### config.mk
export PLATFORM = sky130hd
export DESIGN_NAME = accel_tilt_angle_core
export DESIGN_NICKNAME = d
export VERILOG_FILES = /design/src/rtl/atilt_pkg.sv /design/src/rtl/atilt_cordic.sv /design/src/rtl/accel_tilt_angle_core.sv
export SDC_FILE = /design/constraint.sdc
export NUM_CORES = 2
export LEC_CHECK = 0
export BUFFER_PORTS_ARGS = -buffer_cell sky130_fd_sc_hd__buf_2
export CAP_MARGIN = 40
export CORE_MARGIN = 8
export CORE_UTILIZATION = 60
export CTS_CLUSTER_SIZE = 14
export DETAILED_ROUTE_END_ITERATION = 10
export GPL_ROUTABILITY_DRIVEN = 0
export GPL_TIMING_DRIVEN = 0
export PLACE_DENSITY = 0.76
export SYNTH_ARGS = -nofsm -noshare
export SYNTH_HDL_FRONTEND = slang
export SYNTH_HIERARCHICAL = 1
export SYNTH_SLANG_ARGS = --single-unit
### constraint.sdc
create_clock -name clk -period 9.05 [get_ports clk]
set_input_delay 0.4525 -clock clk [delete_from_list [all_inputs] [get_ports clk]]
set_output_delay 0.4525 -clock clk [all_outputs]
set_load 0.01 [all_outputs]
### src/rtl/atilt_pkg.sv
// Shared types, constants and the arctangent table for the tilt angle core.
// No dependencies; used by atilt_cordic and accel_tilt_angle_core.
`timescale 1ns / 1ps

package atilt_pkg;

  // Datapath widths
  localparam int SAMPLE_W    = 16;
  localparam int PRESCALE_SH = 14;
  localparam int DATA_W      = 34;   // holds the prescaled vector plus CORDIC gain
  localparam int ANGLE_W     = 32;   // binary angle, 2^32 is one full turn
  localparam int HUND_W      = 16;
  localparam int TABLE_LEN   = 24;
  localparam int IDX_W       = 5;

  localparam logic [ANGLE_W-1:0] HALF_TURN     = 32'h8000_0000;
  localparam logic [HUND_W-1:0]  FULL_TURN     = 16'd36000;
  localparam logic [HUND_W-1:0]  OFFSET_RESET  = 16'd18000;
  localparam int                 PROD_W        = ANGLE_W + HUND_W;

  typedef struct packed {
    logic signed [SAMPLE_W-1:0] axis_x;
    logic signed [SAMPLE_W-1:0] axis_y;
  } in_t;

  typedef struct packed {
    logic [HUND_W-1:0] tilt_angle;
    logic              zero_vector;
  } out_t;

  // Per-stage control carried down the pipeline
  typedef struct packed {
    logic vld;
    logic zero;
  } ctl_t;

  // atan(2^-i) in binary angle units, rounded to nearest
  function automatic logic [ANGLE_W-1:0] atan_bam(input logic [IDX_W-1:0] idx);
    logic [ANGLE_W-1:0] a;
    case (idx)
      5'd0:    a = 32'd536870912;
      5'd1:    a = 32'd316933406;
      5'd2:    a = 32'd167458907;
      5'd3:    a = 32'd85004756;
      5'd4:    a = 32'd42667331;
      5'd5:    a = 32'd21354465;
      5'd6:    a = 32'd10679838;
      5'd7:    a = 32'd5340245;
      5'd8:    a = 32'd2670163;
      5'd9:    a = 32'd1335087;
      5'd10:   a = 32'd667544;
      5'd11:   a = 32'd333772;
      5'd12:   a = 32'd166886;
      5'd13:   a = 32'd83443;
      5'd14:   a = 32'd41722;
      5'd15:   a = 32'd20861;
      5'd16:   a = 32'd10430;
      5'd17:   a = 32'd5215;
      5'd18:   a = 32'd2608;
      5'd19:   a = 32'd1304;
      5'd20:   a = 32'd652;
      5'd21:   a = 32'd326;
      5'd22:   a = 32'd163;
      5'd23:   a = 32'd81;
      default: a = '0;
    endcase
    return a;
  endfunction

endpackage

### src/rtl/atilt_cordic.sv
// Pipelined vectoring CORDIC: one micro-rotation per register stage.
// Depends on atilt_pkg for widths, control struct and the arctangent table.
`timescale 1ns / 1ps

module atilt_cordic #(
  parameter int ITERATIONS = 16
) (
  input  logic                               clk,
  input  logic                               rst,
  input  logic                               en,
  input  logic                               in_vld,
  input  atilt_pkg::in_t                     in_data,
  output atilt_pkg::ctl_t                    out_ctl,
  output logic [atilt_pkg::ANGLE_W-1:0]      out_angle
);

  localparam int N = (ITERATIONS > atilt_pkg::TABLE_LEN) ? atilt_pkg::TABLE_LEN : ITERATIONS;
  localparam int W = atilt_pkg::DATA_W;

  logic signed [W-1:0]                  x_q [0:N];
  logic signed [W-1:0]                  y_q [0:N];
  logic [atilt_pkg::ANGLE_W-1:0]        z_q [0:N];
  atilt_pkg::ctl_t                      ctl_q [0:N];

  logic signed [W-1:0] x_pre;
  logic signed [W-1:0] y_pre;

  // Prescale by 2^14 and sign-extend to the datapath width
  assign x_pre = {{(W-atilt_pkg::SAMPLE_W-atilt_pkg::PRESCALE_SH){in_data.axis_x[atilt_pkg::SAMPLE_W-1]}},
                  in_data.axis_x, {atilt_pkg::PRESCALE_SH{1'b0}}};
  assign y_pre = {{(W-atilt_pkg::SAMPLE_W-atilt_pkg::PRESCALE_SH){in_data.axis_y[atilt_pkg::SAMPLE_W-1]}},
                  in_data.axis_y, {atilt_pkg::PRESCALE_SH{1'b0}}};

  // Entry stage: turn left-half-plane vectors by half a turn
  always_ff @(posedge clk) begin
    if (rst) begin
      ctl_q[0] <= '0;
    end else if (en) begin
      ctl_q[0].vld  <= in_vld;
      ctl_q[0].zero <= (in_data.axis_x == '0) && (in_data.axis_y == '0);
    end
  end

  always_ff @(posedge clk) begin
    if (en) begin
      if (x_pre < 0) begin
        x_q[0] <= -x_pre;
        y_q[0] <= -y_pre;
        z_q[0] <= atilt_pkg::HALF_TURN;
      end else begin
        x_q[0] <= x_pre;
        y_q[0] <= y_pre;
        z_q[0] <= '0;
      end
    end
  end

  genvar i;
  generate
    for (i = 0; i < N; i++) begin : g_iter
      logic signed [W-1:0]           dx;
      logic signed [W-1:0]           dy;
      logic [atilt_pkg::ANGLE_W-1:0] da;

      assign dx = y_q[i] >>> i;
      assign dy = x_q[i] >>> i;
      assign da = atilt_pkg::atan_bam(atilt_pkg::IDX_W'(i));

      always_ff @(posedge clk) begin
        if (rst) begin
          ctl_q[i+1] <= '0;
        end else if (en) begin
          ctl_q[i+1] <= ctl_q[i];
        end
      end

      // Rotate towards the x axis; y sign picks the direction
      always_ff @(posedge clk) begin
        if (en) begin
          if (y_q[i] >= 0) begin
            x_q[i+1] <= x_q[i] + dx;
            y_q[i+1] <= y_q[i] - dy;
            z_q[i+1] <= z_q[i] + da;
          end else begin
            x_q[i+1] <= x_q[i] - dx;
            y_q[i+1] <= y_q[i] + dy;
            z_q[i+1] <= z_q[i] - da;
          end
        end
      end
    end
  endgenerate

  assign out_ctl   = ctl_q[N];
  assign out_angle = z_q[N];

  // The last stage only ever forwards what the entry stage saw
  a_zero_follows: assert property (@(posedge clk) disable iff (rst)
    (en && in_vld && in_data.axis_x == '0 && in_data.axis_y == '0) |=> ctl_q[0].zero)
    else $error("zero flag lost at entry stage");

  a_vld_held: assert property (@(posedge clk) disable iff (rst)
    (!en && !$past(rst)) |=> $stable(ctl_q[N]))
    else $error("pipeline moved while stalled");

  a_entry_turn: assert property (@(posedge clk) disable iff (rst)
    (en && in_vld && in_data.axis_x[atilt_pkg::SAMPLE_W-1]) |=> (z_q[0] == atilt_pkg::HALF_TURN))
    else $error("left half-plane vector not turned");

endmodule

### src/rtl/accel_tilt_angle_core.sv
// Tilt angle core: atan2 of an accelerometer sample pair, less a mounting offset.
// Depends on atilt_pkg and atilt_cordic.
`timescale 1ns / 1ps

//  channel   | signals                                 | beat
//  ----------+-----------------------------------------+------------------------------
//  sample    | sample_valid, sample_ready, sample      | axis_x, axis_y (signed 16 bit)
//  angle     | angle_valid, angle_ready, angle         | tilt_angle, zero_vector
//  cfg       | cfg_wr_en, cfg_wr_data                  | mount_offset, no wait
//
// One beat is taken every cycle while the skid register is empty; the stages are the entry turn,
// one stage per CORDIC micro-rotation, scale multiply, rounding, offset and output.
// The CORDIC stage chain sets the latency; the 32x16 scale multiply has its own stage.
// rst is synchronous and clears all valid bits; the offset returns to 180 degrees.
// A stalled output parks one beat in a skid register; the pipeline halts only once it is full.

module accel_tilt_angle_core #(
  parameter int ITERATIONS = 16
) (
  input  logic                           clk,
  input  logic                           rst,
  input  logic                           sample_valid,
  output logic                           sample_ready,
  input  atilt_pkg::in_t                 sample,
  output logic                           angle_valid,
  input  logic                           angle_ready,
  output atilt_pkg::out_t                angle,
  input  logic                           cfg_wr_en,
  input  logic [atilt_pkg::HUND_W-1:0]   cfg_wr_data
);

  logic                              en;
  logic [atilt_pkg::HUND_W-1:0]      mount_offset;
  atilt_pkg::ctl_t                   cor_ctl;
  logic [atilt_pkg::ANGLE_W-1:0]     cor_angle;

  atilt_pkg::ctl_t                   mul_ctl;
  logic [atilt_pkg::PROD_W-1:0]      prod;
  atilt_pkg::ctl_t                   rnd_ctl;
  logic [atilt_pkg::HUND_W-1:0]      hund;
  atilt_pkg::ctl_t                   fin_ctl;
  logic [atilt_pkg::HUND_W-1:0]      fin_angle;

  logic [atilt_pkg::PROD_W-1:0]      prod_rnd;
  logic [atilt_pkg::HUND_W-1:0]      hund_next;
  logic [atilt_pkg::HUND_W:0]        sum;
  logic [atilt_pkg::HUND_W-1:0]      fin_next;

  logic                              skid_v;
  atilt_pkg::out_t                   skid;
  atilt_pkg::out_t                   res;

  assign en           = !skid_v;
  assign sample_ready = en;

  // Offset register, held reduced below a full turn
  always_ff @(posedge clk) begin
    if (rst) begin
      mount_offset <= atilt_pkg::OFFSET_RESET;
    end else if (cfg_wr_en) begin
      mount_offset <= (cfg_wr_data >= atilt_pkg::FULL_TURN) ?
                      cfg_wr_data - atilt_pkg::FULL_TURN : cfg_wr_data;
    end
  end

  atilt_cordic #(
    .ITERATIONS (ITERATIONS)
  ) u_cordic (
    .clk       (clk),
    .rst       (rst),
    .en        (en),
    .in_vld    (sample_valid),
    .in_data   (sample),
    .out_ctl   (cor_ctl),
    .out_angle (cor_angle)
  );

  // Binary angle to hundredths: round half up, wrap a full turn to zero
  assign prod_rnd  = prod + atilt_pkg::PROD_W'(atilt_pkg::HALF_TURN);
  assign hund_next = (prod_rnd[atilt_pkg::PROD_W-1:atilt_pkg::ANGLE_W] == atilt_pkg::FULL_TURN) ?
                     '0 : prod_rnd[atilt_pkg::PROD_W-1:atilt_pkg::ANGLE_W];

  assign sum      = {1'b0, hund} + {1'b0, atilt_pkg::FULL_TURN} - {1'b0, mount_offset};
  assign fin_next = (sum >= {1'b0, atilt_pkg::FULL_TURN}) ?
                    atilt_pkg::HUND_W'(sum - {1'b0, atilt_pkg::FULL_TURN}) :
                    atilt_pkg::HUND_W'(sum);

  always_ff @(posedge clk) begin
    if (rst) begin
      mul_ctl <= '0;
      rnd_ctl <= '0;
      fin_ctl <= '0;
    end else if (en) begin
      mul_ctl <= cor_ctl;
      rnd_ctl <= mul_ctl;
      fin_ctl <= rnd_ctl;
    end
  end

  always_ff @(posedge clk) begin
    if (en) begin
      prod      <= cor_angle * atilt_pkg::PROD_W'(atilt_pkg::FULL_TURN);
      hund      <= hund_next;
      fin_angle <= rnd_ctl.zero ? '0 : fin_next;
    end
  end

  assign res.tilt_angle  = fin_angle;
  assign res.zero_vector = fin_ctl.zero;

  // Output register with one-beat skid
  always_ff @(posedge clk) begin
    if (rst) begin
      angle_valid <= 1'b0;
      skid_v      <= 1'b0;
    end else if (skid_v) begin
      if (angle_ready) begin
        skid_v <= 1'b0;
      end
    end else if (fin_ctl.vld) begin
      if (angle_valid && !angle_ready) begin
        skid_v <= 1'b1;
      end else begin
        angle_valid <= 1'b1;
      end
    end else if (angle_ready) begin
      angle_valid <= 1'b0;
    end
  end

  always_ff @(posedge clk) begin
    if (skid_v) begin
      if (angle_ready) begin
        angle <= skid;
      end
    end else if (fin_ctl.vld) begin
      if (angle_valid && !angle_ready) begin
        skid <= res;
      end else begin
        angle <= res;
      end
    end
  end

  a_skid_behind_out: assert property (@(posedge clk) disable iff (rst)
    skid_v |-> angle_valid)
    else $error("skid holds a beat while output is empty");

  a_angle_range: assert property (@(posedge clk) disable iff (rst)
    angle_valid |-> (angle.tilt_angle < atilt_pkg::FULL_TURN))
    else $error("tilt angle not wrapped");

  a_zero_angle: assert property (@(posedge clk) disable iff (rst)
    (angle_valid && angle.zero_vector) |-> (angle.tilt_angle == '0))
    else $error("zero vector with non-zero angle");

  a_offset_range: assert property (@(posedge clk) disable iff (rst)
    mount_offset < atilt_pkg::FULL_TURN)
    else $error("offset not reduced");

endmodule

After elaboration in Yosys (flattened, before gate mapping)
Memories as Yosys holds them, arrays and structs flattened. A register that Yosys moved wholly into a read port is not among the register bits. Cells that the tools add are included. Widths: inputs -> output; s select.

Add/subtract/negate cells: 102. Multiply operators: 1. $lt $le $gt $ge: 19. Equal/unequal tests: 4. Multiplexer cells: 189. Bitwise operators: 70. Reduce and logical (&&, ||, !) cells: 12.

Operator list (count): $mux 34 (34); $ge 34x1->1 const B (16); $mux 32 (17); $mux 1 (116); $or 1x1->1 (69); $add 34x19->34 (2); $add 34x20->34 (2); $add 34x21->34 (2); $add 34x22->34 (2); $add 34x23->34 (2); $add 34x24->34 (2); $add 34x25->34 (2); $add 34x26->34 (2); $add 34x27->34 (2); $add 34x28->34 (2); $add 34x29->34 (2); $add 34x30->34 (2); $add 34x31->34 (2); $add 34x32->34 (2); $add 34x33->34 (2); $mux 17 (4); $neg 30->34 (2); $sub 34x19->34 (2); $sub 34x20->34 (2); other kinds (65) (105).

Bits in registers: 131. RAM bits: 1734. Bits of input ports: 53. Output and inout bits: 19. Logic and storage cells: 415. Memories: 4.

Memories: u_cordic.x_q (depth 17, width 34, read ports 16, clocked after memory_dff 0, write ports 17, RTL line atilt_cordic.sv:20) `logic signed [W-1:0] x_q [0:N];`; u_cordic.y_q (depth 17, width 34, read ports 16, clocked after memory_dff 0, write ports 17, RTL line atilt_cordic.sv:21) `logic signed [W-1:0] y_q [0:N];`; u_cordic.z_q (depth 17, width 32, read ports 17, clocked after memory_dff 0, write ports 17, RTL line atilt_cordic.sv:22) `logic [atilt_pkg::ANGLE_W-1:0] z_q [0:N];`; u_cordic.ctl_q (depth 17, width 2, read ports 17, clocked after memory_dff 1, write ports 17, RTL line atilt_cordic.sv:23) `atilt_pkg::ctl_t ctl_q [0:N];`.

Depth between registers and ports, before layout
An unclocked memory read counts as a cell.

Depth after elaboration: 6. Gate-level depth with buffers: 23. Gate-level depth less buffers: 22.

Cells and area by module
Netlist, hierarchy kept.

Modules (own cells, without submodules): atilt_cordic (times used 1, cells an instance 11822, area each 113003.4 um^2, seq. area each 40478.8 um^2); accel_tilt_angle_core (times used 1, cells an instance 1026, area each 10948.0 um^2, seq. area each 2972.9 um^2).

Worst setup path after synthesis
OpenSTA, ideal clock, no wires.

Path kind: register -> register. From: register skid_v. To: memory u_cordic/y_q[13][33] (netlist bit), data pin. Library setup time: 265 ps. Data arrival time: 6194 ps. Required time: 8785 ps. Path slack: 2590 ps. Cell stages (with the launch flop): 22. Buffers on the path: 5. Period minus slack after synthesis: 6460 ps. Path through: dfxtp_1 > clkbuf_1 > inv_1 > buf_2 > clkbuf_1 > clkbuf_1 > nand2_1 > inv_1 > buf_1 > nor2_1 > xor2_1 > ha_1 > a21o_1 > a31oi_1 > a21oi_1 > a41o_1 > a41oi_1 > o21ai_0 > a221o_1 > a221o_1 > a21oi_1 > xor2_1.

RTL lines: from (decl) (RTL line accel_tilt_angle_core.sv:49) `logic skid_v;`; from (signal assigned) (RTL line accel_tilt_angle_core.sv:115) `skid_v <= 1'b0;`; from (signal assigned) (RTL line accel_tilt_angle_core.sv:118) `skid_v <= 1'b0;`; from (signal assigned) (RTL line accel_tilt_angle_core.sv:122) `skid_v <= 1'b1;`; to (decl) (RTL line atilt_cordic.sv:21).

==> impl_metrics.toml <==
[run_status]
status = "completed"

[yosys]
async_reset_ff_share_pct = 0
synth_top_cell_area_share_pct = 34.7
synth-warning-count = 6
synth_cell_types = 113
ys.flop_type = "edfxtp_1"
syn-num-nets = 14500
synth_seq_area_share_pct = 35.1
synthTopCellsByArea = "edfxtp_1 35%, ha_1 15%, xnor2_1 8.0%"
avgSynthCellArea_um2 = 9.65
ys_ff_latch = 1455
synth_edf_count = 1431
synth_area_leader_cell = "edfxtp_1"
syn_area_um2 = 124000
synthCells = 12800

[floorplan]
die_y_um = 471
core_region_area_um2 = 206000
io_pins = 72
start_util_pct = 60.1
dieWidth_um = 471
dieArea_um2 = 221000
rows = 167

[clock_tree]
h-tree-depth = 4
clock_latency_ns = 0.83
clkTransAtPathRegs_ns = 0.06
cts_sinks = 1455
clock_path_buffers = 3
numCtsBuffers = 162
cts_tree = "built"
root_buffer = "clkbuf_16"
cts_setup_buffers = 0

[worst_setup_path]
critPathKind = "flip-flop to flip-flop"
required_ns = 9.58
cp_data_arrival_time_ns = 8.38
end_kind = "flip-flop"
critPathBufInv = 8
cpPeakStageDelay_ns = 0.68
cp_slowest_cell = "clkbuf_2"
crit_chain = "clkbuf_1 > inv_2 > buf_2 > clkbuf_2 > clkbuf_2 > buf_16 > nand2_1 > inv_1 > buf_2 > nor2_1 > xor2_1 > ha_1 > a21o_1 > a31oi_1 > a21oi_1 > a41o_1 > a41oi_1 > o21ai_0 > a221o_1 > a221o_1 > a21oi_1 > xor2_1"
path_max_fanout = 29
crit_family = "buffers and inverters"
cp-start-kind = "flip-flop"

[placement]
dp_hpwl_mm = 250
io_buffers = 70

[drt]
final_antenna_net_count = 0
drc = 0
routed_wl_mm = 316
via_count = 100000
first_iter_violations = 8631
vias_per_cell = 6.25
drt_first_pass_iters = 8
detail_route.wl_per_cell_um = 19.7

[job]
maxCapViolations = 0

[finish]
final_common_cell = "ha_1"
layout_common_cells = "1,485 x ha_1, 1,431 x edfxtp_1, 1,184 x a21oi_1, 1,139 x xnor2_1, 918 x nor2_1"
drive_gt1_share_pct = 4.46
syn2layout_area_growth_pct = 8.54
nNetsFinal = 14800
fill_cells = 15800
postLayoutCoreUtil_pct = 65.2

[global_routing]
grt_pass1_wl_mm = 499
grt_max_degree = 75
grtUsageTotal_pct = 27.2
overflow = 0
grt_pass1_vias = 96900
antenna_found_initial = 10

[sta]
period_share_pct = 86.7
slew_headroom_pct = 32.8
maxSlewViolCount = 0
worst_slew_pin_slew_ns = 0.995
fmax_ghz = 0.127
period_minus_slack_ns = 7.84
timing.final.hold_violations = 0
fin_worst_skew_ns = 0.0330
rsz0062_at_grt = "no"
setup_viol = 0

[worst_hold_path]
hp-class = "input pin to flip-flop"
-- cells by family after synthesis --
kind of cell | share of synthesized area (%)
adders and majority gates | 16.8
other | 0.00303
and+or+nand+nor | 12.6
muxes | 0.719
buffers and inverters | 2.91
xor gates and xnor gates | 12.4
AOI/OAI and AO/OA | 19.5
DFF | 35.1
-- state kept, by name, indices dropped and copies added (netlist names) --
register,cells
angle,17
angle_valid,1
fin_angle,16
fin_ctl,2
hund,16
mount_offset,16
mul_ctl,2
prod,17
rnd_ctl,2
skid,17
skid_v,1
u_cordic/ctl_q,34
u_cordic/x_q,429
u_cordic/y_q,445
u_cordic/z_q,440
-- path summary, 6_finish.rpt --
path	startpoint	cells after the start	slack, ns	to
worst max-delay path	skid_v$_SDFF_PP0_	22	1.21	u_cordic/y_q[13][33]$_DFFE_PP_
worst min-delay path	sample[1]	3	0.07	u_cordic/y_q[0][15]$_DFFE_PP_
worst max register to register	skid_v$_SDFF_PP0_	22	1.21	u_cordic/y_q[13][33]$_DFFE_PP_
worst min register to register	u_cordic/z_q[11][1]$_DFFE_PP_	0	0.41	u_cordic/z_q[12][1]$_DFFE_PP_
-- per-layer routing --
layer	share of wire (%)	GRT usage [%]	wire length, µm
met2	47	45.9	147000
met4	6.2	15.0	19500
met3	6.7	4.25	21100
met5	0	0	0
met1	41	33.3	128000
-- cell type report --
type	count	area, µm²	area share (%)
antenna	10	25.0	0.0186
tap	2704	3380	2.51
clock buffer	185	4140	3.08
buffer	235	981	0.729
sequential	1455	43500	32.3
inverter	718	2700	2.00
timing repair buffer	173	1660	1.23
multi-input combinational	10400	76900	57.2
clock inverter	116	1310	0.975
-- cell usage after synthesis (all sizes together) (89+ instances only) --
cell type and instances:
nand2b 221, a21oi 1186, nand3 216, xnor2 1139, nor2b 193, o21ai 772
ha 1485, nand2 770, xor2 609, fa 115, nor3 241, o31ai 153
nand4 89, and3 111, a211oi 89, a21o 636, nor2 918, inv 707
a31oi 112, o21bai 158, edfxtp 1431, and2 92, clkbuf 198, o21a 161
-- stage by stage --
stage	TNS [ns]	std cells	instance area [µm²]	hold WS, ns	setup slack [ns]
5_1_grt	0	16000	135000	0.0412	0.808
3_5_place_dp	0	15700	129000	0.405	1.37
2_1_floorplan	0	12800	124000	0.400	2.59
3_3_place_gp	-798.53	15600	128000	0.404	-2.72
4_1_cts	0	16000	134000	0.00311	1.33
6_report	0	16000	135000	0.0654	1.21
-- timing repair --
item	in CTS	in global routing
resized for setup	0	0
endpoints found under the hold margin	54	0
hold buffers	46	0
-- tightest hold or removal path, cell delays in order --
cell and delay (ns):
buf_2 0.09, inv_1 0.04, o21ai_0 0.19
Power is not shown: default switching activity piles up to over one toggle a cycle in this logic, so the estimate is an artifact.
